[src/bcs_pkg.sv]
// bcs_pkg: types, constants and reply byte functions for the bus command slave.
// Used by bus_command_slave in src and by both sim files; depends on nothing.
package bcs_pkg;

  localparam int REPLY_DEPTH_DEF = 64;
  localparam int REG_COUNT_DEF   = 16;

  localparam logic [7:0] REG_RESET_VAL   = 8'd65;
  localparam logic [7:0] REPLY_RESET_VAL = 8'd0;
  localparam logic [7:0] WRITE_MARK      = 8'd9;
  localparam logic [7:0] ID_LEN          = 8'd32;

  localparam logic [8*32-1:0] ID_TEXT = "I am temp/power/water/start PIC.";

  // position in the reply store, wide enough for the identify reply
  localparam int POS_W = 6;

  localparam logic [7:0] CMD_PING   = 8'd0;
  localparam logic [7:0] CMD_IDENT  = 8'd1;
  localparam logic [7:0] CMD_RD_REG = 8'd2;
  localparam logic [7:0] CMD_WR_REG = 8'd3;
  localparam logic [7:0] CMD_DEPTH  = 8'd5;
  localparam logic [7:0] CMD_TEMP   = 8'd15;
  localparam logic [7:0] CMD_STATUS = 8'd16;
  localparam logic [7:0] CMD_KILL   = 8'd17;

  typedef enum logic [1:0] {
    MODE_TOP    = 2'd0,
    MODE_RD_ARG = 2'd1,
    MODE_WR_ARG = 2'd2
  } mode_t;

  typedef enum logic [2:0] {
    RK_NONE,
    RK_PING,
    RK_IDENT,
    RK_DEPTH,
    RK_TEMP,
    RK_STAT,
    RK_REG
  } kind_t;

  typedef enum logic [2:0] {
    ST_IDLE,
    ST_MOD,
    ST_REG_RD,
    ST_FILL,
    ST_RD,
    ST_DONE
  } state_t;

  typedef struct packed {
    logic        req_type;
    logic [7:0]  data_byte;
    logic [6:0]  board_status;
    logic [15:0] depth_value;
    logic [7:0]  temp_0;
    logic [7:0]  temp_1;
    logic [7:0]  temp_2;
    logic [7:0]  temp_3;
    logic [7:0]  temp_4;
  } req_t;

  typedef struct packed {
    logic [7:0] read_data;
    logic       kill_out;
    logic       underrun;
  } rsp_t;

  function automatic kind_t cmd_kind(input logic [7:0] cmd);
    kind_t k;
    priority case (cmd)
      CMD_PING:   k = RK_PING;
      CMD_IDENT:  k = RK_IDENT;
      CMD_DEPTH:  k = RK_DEPTH;
      CMD_TEMP:   k = RK_TEMP;
      CMD_STATUS: k = RK_STAT;
      default:    k = RK_NONE;
    endcase
    return k;
  endfunction

  function automatic logic [POS_W-1:0] first_pos(input kind_t k);
    return (k == RK_NONE) ? POS_W'(1) : POS_W'(0);
  endfunction

  function automatic logic [POS_W-1:0] last_pos(input kind_t k);
    logic [POS_W-1:0] p;
    unique case (k)
      RK_IDENT: p = POS_W'(33);
      RK_DEPTH: p = POS_W'(2);
      RK_TEMP:  p = POS_W'(5);
      default:  p = POS_W'(1);
    endcase
    return p;
  endfunction

  // final value of reply byte pos after a write access of this kind
  function automatic logic [7:0] reply_byte(input kind_t k, input logic [POS_W-1:0] pos,
                                            input req_t r, input logic [7:0] regval);
    logic [7:0] b;
    int         sh;
    sh = 8 * (32 - int'(pos));
    b  = WRITE_MARK;
    unique case (k)
      RK_NONE: b = WRITE_MARK;
      RK_PING: b = (pos == '0) ? 8'd0 : WRITE_MARK;
      RK_IDENT: begin
        if (pos == '0) begin
          b = ID_LEN;
        end else if (pos == POS_W'(33)) begin
          b = 8'd0;
        end else begin
          b = ID_TEXT[sh +: 8];
        end
      end
      RK_DEPTH: begin
        priority case (pos)
          POS_W'(0): b = 8'd2;
          POS_W'(1): b = r.depth_value[15:8];
          default:   b = r.depth_value[7:0];
        endcase
      end
      RK_TEMP: begin
        priority case (pos)
          POS_W'(0): b = 8'd5;
          POS_W'(1): b = r.temp_0;
          POS_W'(2): b = r.temp_1;
          POS_W'(3): b = r.temp_2;
          POS_W'(4): b = r.temp_3;
          default:   b = r.temp_4;
        endcase
      end
      RK_STAT: b = (pos == '0) ? 8'd1 : {1'b0, r.board_status};
      RK_REG:  b = (pos == '0) ? 8'd1 : regval;
      default: b = WRITE_MARK;
    endcase
    return b;
  endfunction

endpackage

[src/bcs_mem.sv]
// bcs_mem: byte-wide synchronous memory, one write and one registered read port.
// Per-entry valid bits give the reset value for entries never written. Uses no package.
module bcs_mem #(
  parameter int         DEPTH   = 64,
  parameter logic [7:0] RST_VAL = 8'd0
) (
  input  logic                     clk,
  input  logic                     rst,
  input  logic                     we,
  input  logic [$clog2(DEPTH)-1:0] waddr,
  input  logic [7:0]               wdata,
  input  logic [$clog2(DEPTH)-1:0] raddr,
  output logic [7:0]               rdata
);

  logic [7:0]       mem [DEPTH];
  logic [DEPTH-1:0] valid;
  logic [7:0]       mem_q;
  logic             vld_q;

  always_ff @(posedge clk) begin
    if (rst) begin
      valid <= '0;
    end else if (we) begin
      valid[waddr] <= 1'b1;
    end
  end

  always_ff @(posedge clk) begin
    if (we) begin
      mem[waddr] <= wdata;
    end
    mem_q <= mem[raddr];
    vld_q <= valid[raddr];
  end

  assign rdata = vld_q ? mem_q : RST_VAL;

endmodule

[src/bcs_mod.sv]
// bcs_mod: byte modulo a constant register count through a 256-entry constant table.
// Result is registered; done follows start in the next cycle. Uses no package.
module bcs_mod #(
  parameter int N = 16
) (
  input  logic                 clk,
  input  logic                 rst,
  input  logic                 start,
  input  logic [7:0]           din,
  output logic                 done,
  output logic [$clog2(N)-1:0] dout
);

  localparam int W = $clog2(N);

  logic [W-1:0] mod_tab [256];

  for (genvar g = 0; g < 256; g++) begin : g_tab
    assign mod_tab[g] = W'(g % N);
  end

  always_ff @(posedge clk) begin
    if (rst) begin
      done <= 1'b0;
    end else begin
      done <= start;
    end
  end

  always_ff @(posedge clk) begin
    if (start) begin
      dout <= mod_tab[din];
    end
  end

endmodule

[src/bus_command_slave.sv]
// bus_command_slave: byte-wide command slave with reply store and register file.
// Depends on bcs_pkg, bcs_mem (reply store, register file) and bcs_mod.
//
//   channel  valid      ready      payload              direction
//   request  req_valid  req_ready  req_data (req_t)     in
//   response rsp_valid  rsp_ready  rsp_data (rsp_t)     out
//
// Read request: ST_RD (registered reply store read), then ST_DONE; once past the end, ST_DONE only.
// Write request: ST_FILL writes the reply store through its write port, one byte a cycle
// (identify fills 34 bytes), then ST_DONE; an index argument adds ST_MOD for the modulo lookup,
// a register read also ST_REG_RD.
// Reset is synchronous; valid bits clear both memories at once.
// A new request is taken while the previous response waits in the output register.
module bus_command_slave #(
  parameter int REPLY_DEPTH = bcs_pkg::REPLY_DEPTH_DEF,
  parameter int REG_COUNT   = bcs_pkg::REG_COUNT_DEF
) (
  input  logic           clk,
  input  logic           rst,
  input  logic           req_valid,
  output logic           req_ready,
  input  bcs_pkg::req_t  req_data,
  output logic           rsp_valid,
  input  logic           rsp_ready,
  output bcs_pkg::rsp_t  rsp_data
);

  localparam int RAW = $clog2(REPLY_DEPTH);
  localparam int RIW = $clog2(REPLY_DEPTH + 1);
  localparam int GAW = $clog2(REG_COUNT);
  localparam int PW  = bcs_pkg::POS_W;

  bcs_pkg::state_t state, state_next;
  bcs_pkg::mode_t  mode, mode_next;
  bcs_pkg::kind_t  kind, kind_next;
  bcs_pkg::req_t   req_q, req_q_next;
  bcs_pkg::rsp_t   rsp_next;
  logic            arg_count, arg_count_next;
  logic [GAW-1:0]  reg_index, reg_index_next;
  logic [RIW-1:0]  reply_index, reply_index_next;
  logic            kill_latch, kill_latch_next;
  logic            pend_rd, pend_rd_next;
  logic [PW-1:0]   pos, pos_next;
  logic [7:0]      regval, regval_next;
  logic [7:0]      res_data, res_data_next;
  logic            res_under, res_under_next;
  logic            rsp_valid_next;

  logic            mod_start, mod_done;
  logic [GAW-1:0]  mod_out;
  logic            reg_we, reply_we;
  logic [7:0]      reg_rdata, reply_rdata;

  bcs_mod #(.N(REG_COUNT)) u_mod (
    .clk   (clk),
    .rst   (rst),
    .start (mod_start),
    .din   (req_data.data_byte),
    .done  (mod_done),
    .dout  (mod_out)
  );

  bcs_mem #(.DEPTH(REG_COUNT), .RST_VAL(bcs_pkg::REG_RESET_VAL)) u_reg_mem (
    .clk   (clk),
    .rst   (rst),
    .we    (reg_we),
    .waddr (reg_index),
    .wdata (req_data.data_byte),
    .raddr (mod_out),
    .rdata (reg_rdata)
  );

  bcs_mem #(.DEPTH(REPLY_DEPTH), .RST_VAL(bcs_pkg::REPLY_RESET_VAL)) u_reply_mem (
    .clk   (clk),
    .rst   (rst),
    .we    (reply_we),
    .waddr (RAW'(pos)),
    .wdata (bcs_pkg::reply_byte(kind, pos, req_q, regval)),
    .raddr (reply_index[RAW-1:0]),
    .rdata (reply_rdata)
  );

  assign req_ready = (state == bcs_pkg::ST_IDLE);

  always_ff @(posedge clk) begin
    if (rst) begin
      state       <= bcs_pkg::ST_IDLE;
      mode        <= bcs_pkg::MODE_TOP;
      arg_count   <= 1'b0;
      reg_index   <= '0;
      reply_index <= '0;
      kill_latch  <= 1'b0;
      pend_rd     <= 1'b0;
      rsp_valid   <= 1'b0;
    end else begin
      state       <= state_next;
      mode        <= mode_next;
      arg_count   <= arg_count_next;
      reg_index   <= reg_index_next;
      reply_index <= reply_index_next;
      kill_latch  <= kill_latch_next;
      pend_rd     <= pend_rd_next;
      rsp_valid   <= rsp_valid_next;
    end
  end

  always_ff @(posedge clk) begin
    kind      <= kind_next;
    req_q     <= req_q_next;
    pos       <= pos_next;
    regval    <= regval_next;
    res_data  <= res_data_next;
    res_under <= res_under_next;
    rsp_data  <= rsp_next;
  end

  always_comb begin
    state_next       = state;
    mode_next        = mode;
    kind_next        = kind;
    req_q_next       = req_q;
    arg_count_next   = arg_count;
    reg_index_next   = reg_index;
    reply_index_next = reply_index;
    kill_latch_next  = kill_latch;
    pend_rd_next     = pend_rd;
    pos_next         = pos;
    regval_next      = regval;
    res_data_next    = res_data;
    res_under_next   = res_under;
    rsp_next         = rsp_data;
    rsp_valid_next   = rsp_valid && !rsp_ready;
    mod_start        = 1'b0;
    reg_we           = 1'b0;
    reply_we         = 1'b0;

    unique case (state)
      bcs_pkg::ST_IDLE: begin
        if (req_valid) begin
          req_q_next = req_data;
          if (req_data.req_type) begin
            if (reply_index < RIW'(REPLY_DEPTH)) begin
              res_under_next = 1'b0;
              state_next     = bcs_pkg::ST_RD;
            end else begin
              res_data_next  = 8'd0;
              res_under_next = 1'b1;
              state_next     = bcs_pkg::ST_DONE;
            end
          end else begin
            reply_index_next = '0;
            res_data_next    = 8'd0;
            res_under_next   = 1'b0;
            pend_rd_next     = 1'b0;
            if (mode == bcs_pkg::MODE_RD_ARG) begin
              mode_next      = bcs_pkg::MODE_TOP;
              arg_count_next = 1'b0;
              pend_rd_next   = 1'b1;
              mod_start      = 1'b1;
              state_next     = bcs_pkg::ST_MOD;
            end else if (mode == bcs_pkg::MODE_WR_ARG && !arg_count) begin
              arg_count_next = 1'b1;
              mod_start      = 1'b1;
              state_next     = bcs_pkg::ST_MOD;
            end else if (mode == bcs_pkg::MODE_WR_ARG) begin
              reg_we         = 1'b1;
              arg_count_next = 1'b0;
              mode_next      = bcs_pkg::MODE_TOP;
              kind_next      = bcs_pkg::RK_NONE;
              pos_next       = bcs_pkg::first_pos(bcs_pkg::RK_NONE);
              state_next     = bcs_pkg::ST_FILL;
            end else begin
              mode_next = bcs_pkg::MODE_TOP;
              if (req_data.data_byte == bcs_pkg::CMD_RD_REG) begin
                mode_next = bcs_pkg::MODE_RD_ARG;
              end else if (req_data.data_byte == bcs_pkg::CMD_WR_REG) begin
                mode_next      = bcs_pkg::MODE_WR_ARG;
                arg_count_next = 1'b0;
              end else if (req_data.data_byte == bcs_pkg::CMD_KILL) begin
                kill_latch_next = 1'b1;
              end
              kind_next  = bcs_pkg::cmd_kind(req_data.data_byte);
              pos_next   = bcs_pkg::first_pos(bcs_pkg::cmd_kind(req_data.data_byte));
              state_next = bcs_pkg::ST_FILL;
            end
          end
        end
      end
      bcs_pkg::ST_MOD: begin
        if (mod_done) begin
          if (pend_rd) begin
            state_next = bcs_pkg::ST_REG_RD;
          end else begin
            reg_index_next = mod_out;
            kind_next      = bcs_pkg::RK_NONE;
            pos_next       = bcs_pkg::first_pos(bcs_pkg::RK_NONE);
            state_next     = bcs_pkg::ST_FILL;
          end
        end
      end
      bcs_pkg::ST_REG_RD: begin
        regval_next = reg_rdata;
        kind_next   = bcs_pkg::RK_REG;
        pos_next    = bcs_pkg::first_pos(bcs_pkg::RK_REG);
        state_next  = bcs_pkg::ST_FILL;
      end
      bcs_pkg::ST_FILL: begin
        reply_we = 1'b1;
        if (pos == bcs_pkg::last_pos(kind)) begin
          state_next = bcs_pkg::ST_DONE;
        end else begin
          pos_next = pos + PW'(1);
        end
      end
      bcs_pkg::ST_RD: begin
        res_data_next    = reply_rdata;
        reply_index_next = reply_index + RIW'(1);
        state_next       = bcs_pkg::ST_DONE;
      end
      bcs_pkg::ST_DONE: begin
        if (!rsp_valid || rsp_ready) begin
          rsp_valid_next     = 1'b1;
          rsp_next.read_data = res_data;
          rsp_next.kill_out  = kill_latch;
          rsp_next.underrun  = res_under;
          state_next         = bcs_pkg::ST_IDLE;
        end
      end
      default: state_next = bcs_pkg::ST_IDLE;
    endcase
  end

endmodule

[config.mk]
export PLATFORM = sky130hd
export DESIGN_NAME = bus_command_slave
export DESIGN_NICKNAME = d
export VERILOG_FILES = /design/src/bcs_pkg.sv /design/src/bcs_mem.sv /design/src/bcs_mod.sv /design/src/bus_command_slave.sv
export SDC_FILE = /design/constraint.sdc
export NUM_CORES = 1
export LEC_CHECK = 0
export CORE_MARGIN = 2
export CORE_UTILIZATION = 63
export DETAILED_ROUTE_END_ITERATION = 8
export DONT_BUFFER_PORTS = 1
export HOLD_SLACK_MARGIN = 0.03
export MAX_ROUTING_LAYER = met4
export PLACE_DENSITY = 0.79
export SLEW_MARGIN = 15
export SYNTH_ARGS = -nofsm -noshare
export SYNTH_HDL_FRONTEND = slang
export SYNTH_SLANG_ARGS = --single-unit
[constraint.sdc]
create_clock -name clk -period 6.9 [get_ports clk]
set_input_delay 0.69 -clock clk [delete_from_list [all_inputs] [get_ports clk]]
set_output_delay 0.69 -clock clk [all_outputs]
set_load 0.01 [all_outputs]
# After elaboration in Yosys (flattened, before gate mapping)
# Memories as Yosys holds them, arrays and structs flattened. A register that Yosys moved wholly into a read port is not among the register bits.
# Index checks and enable logic that the tools add are counted.
[totals]
ff_bits = 202
ram_bits = 640
mem_bits_ro = 1024
out_inout_bits = 12
word_cells = 209
mem_count = 3
[memory_table]
columns = ["name", "words", "width", "rd", "rd_ports_with_merged_regs", "write_ports", "line_no", "text"]
rows = [
  ["(no name shown)", 256, 4, 1, 1, 0, "bcs_mod.sv:32", "dout <= mod_tab[din];"],
  ["u_reply_mem.mem", 64, 8, 1, 1, 1, "bcs_mem.sv:16", "logic [7:0] mem [DEPTH];"],
  ["u_reg_mem.mem", 16, 8, 1, 1, 1, "bcs_mem.sv:16", ""],
]
[op_classes]
n_addsub = 3
n_lt_le_gt_ge = 7
eq_ne = 38
n_shift = 1
muxes = 91
n_bitwise = 10
reduce_logical = 28
[ops]
columns = ["op", "n"]
rows = [
  ["$shiftx 256x10->8 const A", 1],
  ["$or 64x64->64", 1],
  ["$mux 8", 7],
  ["$mux 3", 18],
  ["$mux 6", 8],
  ["$pmux 8 s6", 1],
  ["$pmux 8 s5", 1],
  ["$mux 1", 33],
  ["$pmux 8 s2", 2],
  ["$pmux 6 s4", 1],
  ["$mux 7", 3],
  ["$ne 2x2->1 const B", 9],
  ["$pmux 3 s6", 1],
  ["$pmux 6 s3", 1],
  ["$eq 8x2->1 const B", 2],
  ["$eq 8x5->1 const B", 2],
  ["$or 16x16->16", 1],
  ["$eq 3x3->1 const B", 5],
  ["$pmux 3 s5", 1],
  ["$lt 6x7->1 const B", 2],
  ["$mux 2", 7],
  ["$pmux 7 s2", 1],
  ["$eq 3x2->1 const B", 4],
  ["$eq 6x2->1 const B", 2],
  ["44 further kinds", 64],
]

# Longest topological paths before layout
[depth]
word_depth = 16
depth_mapped = 10
depth_no_buf = 7

# Modules after synthesis
# A second synthesis with hierarchy kept.
[hier_totals]
hier_cells = 2032
hier_area_um2 = 34551.9
[by_module_without_submodules]
columns = ["module", "n_inst", "cells_per_inst", "area_each_um2"]
rows = [
  ["bcs_mem at u_reply_mem", 1, 1192, 22560.4],
  ["bus_command_slave", 1, 529, 5964.5],
  ["bcs_mem at u_reg_mem", 1, 305, 5873.1],
  ["bcs_mod", 1, 6, 153.9],
]

# Worst setup path before layout
# Ideal clock, no wire load.
[synth_path]
kind = "reg-to-reg"
start = "register pos[1]"
end = "memory u_reply_mem.mem[0][4], data pin"
setup_ns = 0.728
arrival_time_ns = 5.151
required_time_ns = 6.172
setup_slack_ns = 1.021
stages_incl_launch_ff = 9
period_less_slack_ns = 5.879
path_cell_list = "edfxtp_1 clkbuf_1 inv_1 ha_1 or3b_4 or4b_4 a2111oi_4 o21ai_2 o311ai_1"
[synth_between]
elab_chain_len = 5
word_cells_on_any_way = 15
cone_classes = "1 x add/sub; 5 x eq/ne; 1 x shift; 7 x mux; 1 x reduce/logical"
[synth_rtl]
columns = ["item", "line_no", "text"]
rows = [
  ["from (decl)", "bus_command_slave.sv:43", "logic [PW-1:0] pos, pos_next;"],
  ["from (signal assigned)", "bus_command_slave.sv:110", "pos <= pos_next;"],
  ["$sub 6x6->7", "bcs_pkg.sv:103", "sh = 8 * (32 - int'(pos));"],
  ["$shiftx 256x10->8", "bcs_pkg.sv:114", "b = ID_TEXT[sh +: 8];"],
  ["$mux 8", "bcs_pkg.sv:111", "end else if (pos == POS_W'(33)) begin"],
  ["$mux 8", "bcs_pkg.sv:109", "if (pos == '0) begin"],
  ["$pmux 8 s6 *", "bcs_pkg.sv:105", "unique case (k)"],
  ["named net u_reply_mem.wdata[4]", "bcs_mem.sv:11", "input logic [7:0] wdata,"],
  ["to (decl)", "bcs_mem.sv:16", ""],
]
# Mark *: on every way through the listed nets, which the timed path passes. The rest lies on a longest branch.

# Worst setup path in the final report
[layout_path]
start = "register pos[0]"
end = "memory u_reply_mem.mem[32][2], data pin"
# Same word-level chain as after synthesis.

==> out/qor.txt <==
CP max FO: 41
Drt initial violations: 2666
Hold Violations, Final: 0
Gr ovfl total: 0
Cell mode on critical path: buf_4
# IOs: 88
Clk_skew: 0.0181 ns
Top Family by Delay on Critical Path: compound AO/OA/AOI/OAI gates
Setup-failing EPs final: 0
Pins Over Slew Limit: 0
Final net count: 2117
Sink Count: 862
CP arrival: 5.15 ns
N_diodes: 0
Pleak: 11.8 nW
RSZ-0062 raised after global routing: false
CP Buf/Inv Count: 3
Top_reg_cell synth: edfxtp_1
Leading cell type in the layout, fill and taps excluded: edfxtp_1
Worst slew pin tran: 1.08 ns
Drt pass-1 iters: 6
Initial Utilization: 63.7%
Commonest non-fill, non-tap cells in the layout: 743 x edfxtp_1, 241 x nor2_1, 173 x mux4_2
Outcome: finished clean
First-pass GRT wire length: 119 mm
Pwr Density: 306 nW/µm²
Clock transition at path regs: 0.06 ns
CTS max path bufs: 3
Area grow syn2layout: 10.2%
Post-DRT Antenna Nets: 0
Register area share after synthesis: 71.9%
Total CTS buffers: 83
Critical Path RT: 7.34 ns
Clock Latency Late Sink: 0.64 ns
Relative slew slack: 27.9%
Yosys reg bits: 862
Core ar.: 53900 µm²
CTS tree: built
Wire per inst: 28.2 µm
Vias in the first global route: 18800
Die height: 238 µm
Hold slack: 0.125 ns
Tmin final: 4.72 ns
Vias per cell: 6.84
Tot GR Track Use: 29.4%
Final WL: 78.9 mm
Critical Path, Cell by Cell: buf_4 > clkinv_1 > ha_1 > or3b_4 > or4b_4 > a2111oi_4 > o41a_1 > a311o_2 > buf_4
Avg Cell Area, Syn: 16.9 µm²
Post-DP HPWL: 46.9 mm
Kind of critical path: register to register
EDFF count, synth: 743
Final Util: 70.2%
Ys async rst share: 0%
Setup crit end kind: register
Crit path launch type: register
Vias: 19100
CP max stage delay: 0.81 ns
Fin crit share: 68.4%
Number of max-cap violations: 0
Count of input and output buffers: 0
Final Wtd Congestion: 0.881
Antenna violations before repair: 0
Synth unique cells: 74
Pin count of the biggest net entering global routing: 139
Std cell rows: 85
Maximum VDD drop: 0.443 mV
# Post-CTS Setup Buffers: 0
Root buf cell: clkbuf_16
# DRC: 0
Power Total: 0.0116 W
Number of gates resized after CTS: 0
Syn Inst Count: 2033
Setup TNS: 0 ns
Layout cells sized above 1: 18.0%
F_max: 0.212 GHz
Post-CTS Hold Buffers: 0
Warnings from Yosys: 0
Worst path slowest cell: a311o_2
Hold Path Class: primary input to register
Synth Net Count: 2117
Mapped Area: 34400 µm²
Chip width: 238 µm
Die Area: 56400 µm²
H-tree Lvls: 3
Reg2reg setup slack: 2.18 ns
## routing by layer
| metal | part of all wire (%) | vias up | global-route usage, % |
|---|---|---|---|
| met1 | 38 | 9694 | 39.7 |
| met2 | 49 | 1179 | 45.7 |
| met5 | 0 | - | - |
| met4 | 3.6 | 0 | 10.5 |
| met3 | 9.5 | 200 | 5.70 |
| li1 | - | 8066 | - |
## power breakdown
group | leakage (nW) | internal, W | switching, W
Clock | 1.34 | 0.00260 | 0.00193
Combinational | 2.76 | 0.000249 | 0.000719
Sequential | 7.74 | 0.00605 | 0.0000587
Total | 11.8 | 0.00890 | 0.00271
## final cells by class
class	instances	area [µm²]
clock buffers	113	2360
clock inverters	42	373
fillers	3208	16100
inverters	13	48.8
multi-input cells	1039	9220
flip-flops and latches	862	24700
well taps	696	871
repair buffers	34	280
## cell usage after synthesis (24+ instances only)
cell type / instances / area share (%)
o21ai_0: 27 / 0.39
nand2_1: 58 / 0.63
mux2i_1: 55 / 1.6
a21oi_1: 85 / 1.2
nand3_1: 24 / 0.35
buf_2: 25 / 0.36
mux4_2: 173 / 11
clkbuf_1: 68 / 0.74
nor2_1: 241 / 2.6
nor3_1: 32 / 0.47
dfxtp_1: 119 / 6.9
edfxtp_1: 743 / 65
a22oi_1: 27 / 0.59
## cell families after synthesis
group | share of synthesized area, %
DFF | 71.9
muxes | 13.4
xor gates and xnor gates | 0.430
AOI/OAI and AO/OA | 5.85
adders and majority gates | 0.291
buffers and inverters | 1.62
and+or+nand+nor | 6.54
## final timing paths
kind | from | to | cells past startpoint
hold reg to reg | res_data[7] | rsp_data[9] | 0
setup / recovery | pos[0] | u_reply_mem.mem[32][2] | 9
hold / removal | rst | mode[0] | 1
setup reg to reg | pos[0] | u_reply_mem.mem[32][2] | 9
## registers in the layout (all words and copies together), names as in the netlist, 2 cells and up
name / flops
u_reg_mem.valid: 16
pos: 6
u_reply_mem.mem: 512
res_data: 8
u_reply_mem.mem_q: 8
u_reg_mem.mem: 128
reply_index: 7
rsp_data: 10
state: 3
req_q: 63
reg_index: 4
kind: 3
u_reg_mem.mem_q: 8
u_reply_mem.valid: 64
regval: 8
mode: 2
u_mod.dout: 4
## through the flow
step	worst slack, ns	instances	instance area [µm²]
after global placement	2.38	2644	35100
final	2.18	2799	37900
after CTS	2.26	2799	37900
after floorplan	1.02	2033	34400
after global routing	2.01	2799	37900
after detailed placement	2.28	2644	35100
Power figures use the tool's default switching activity.
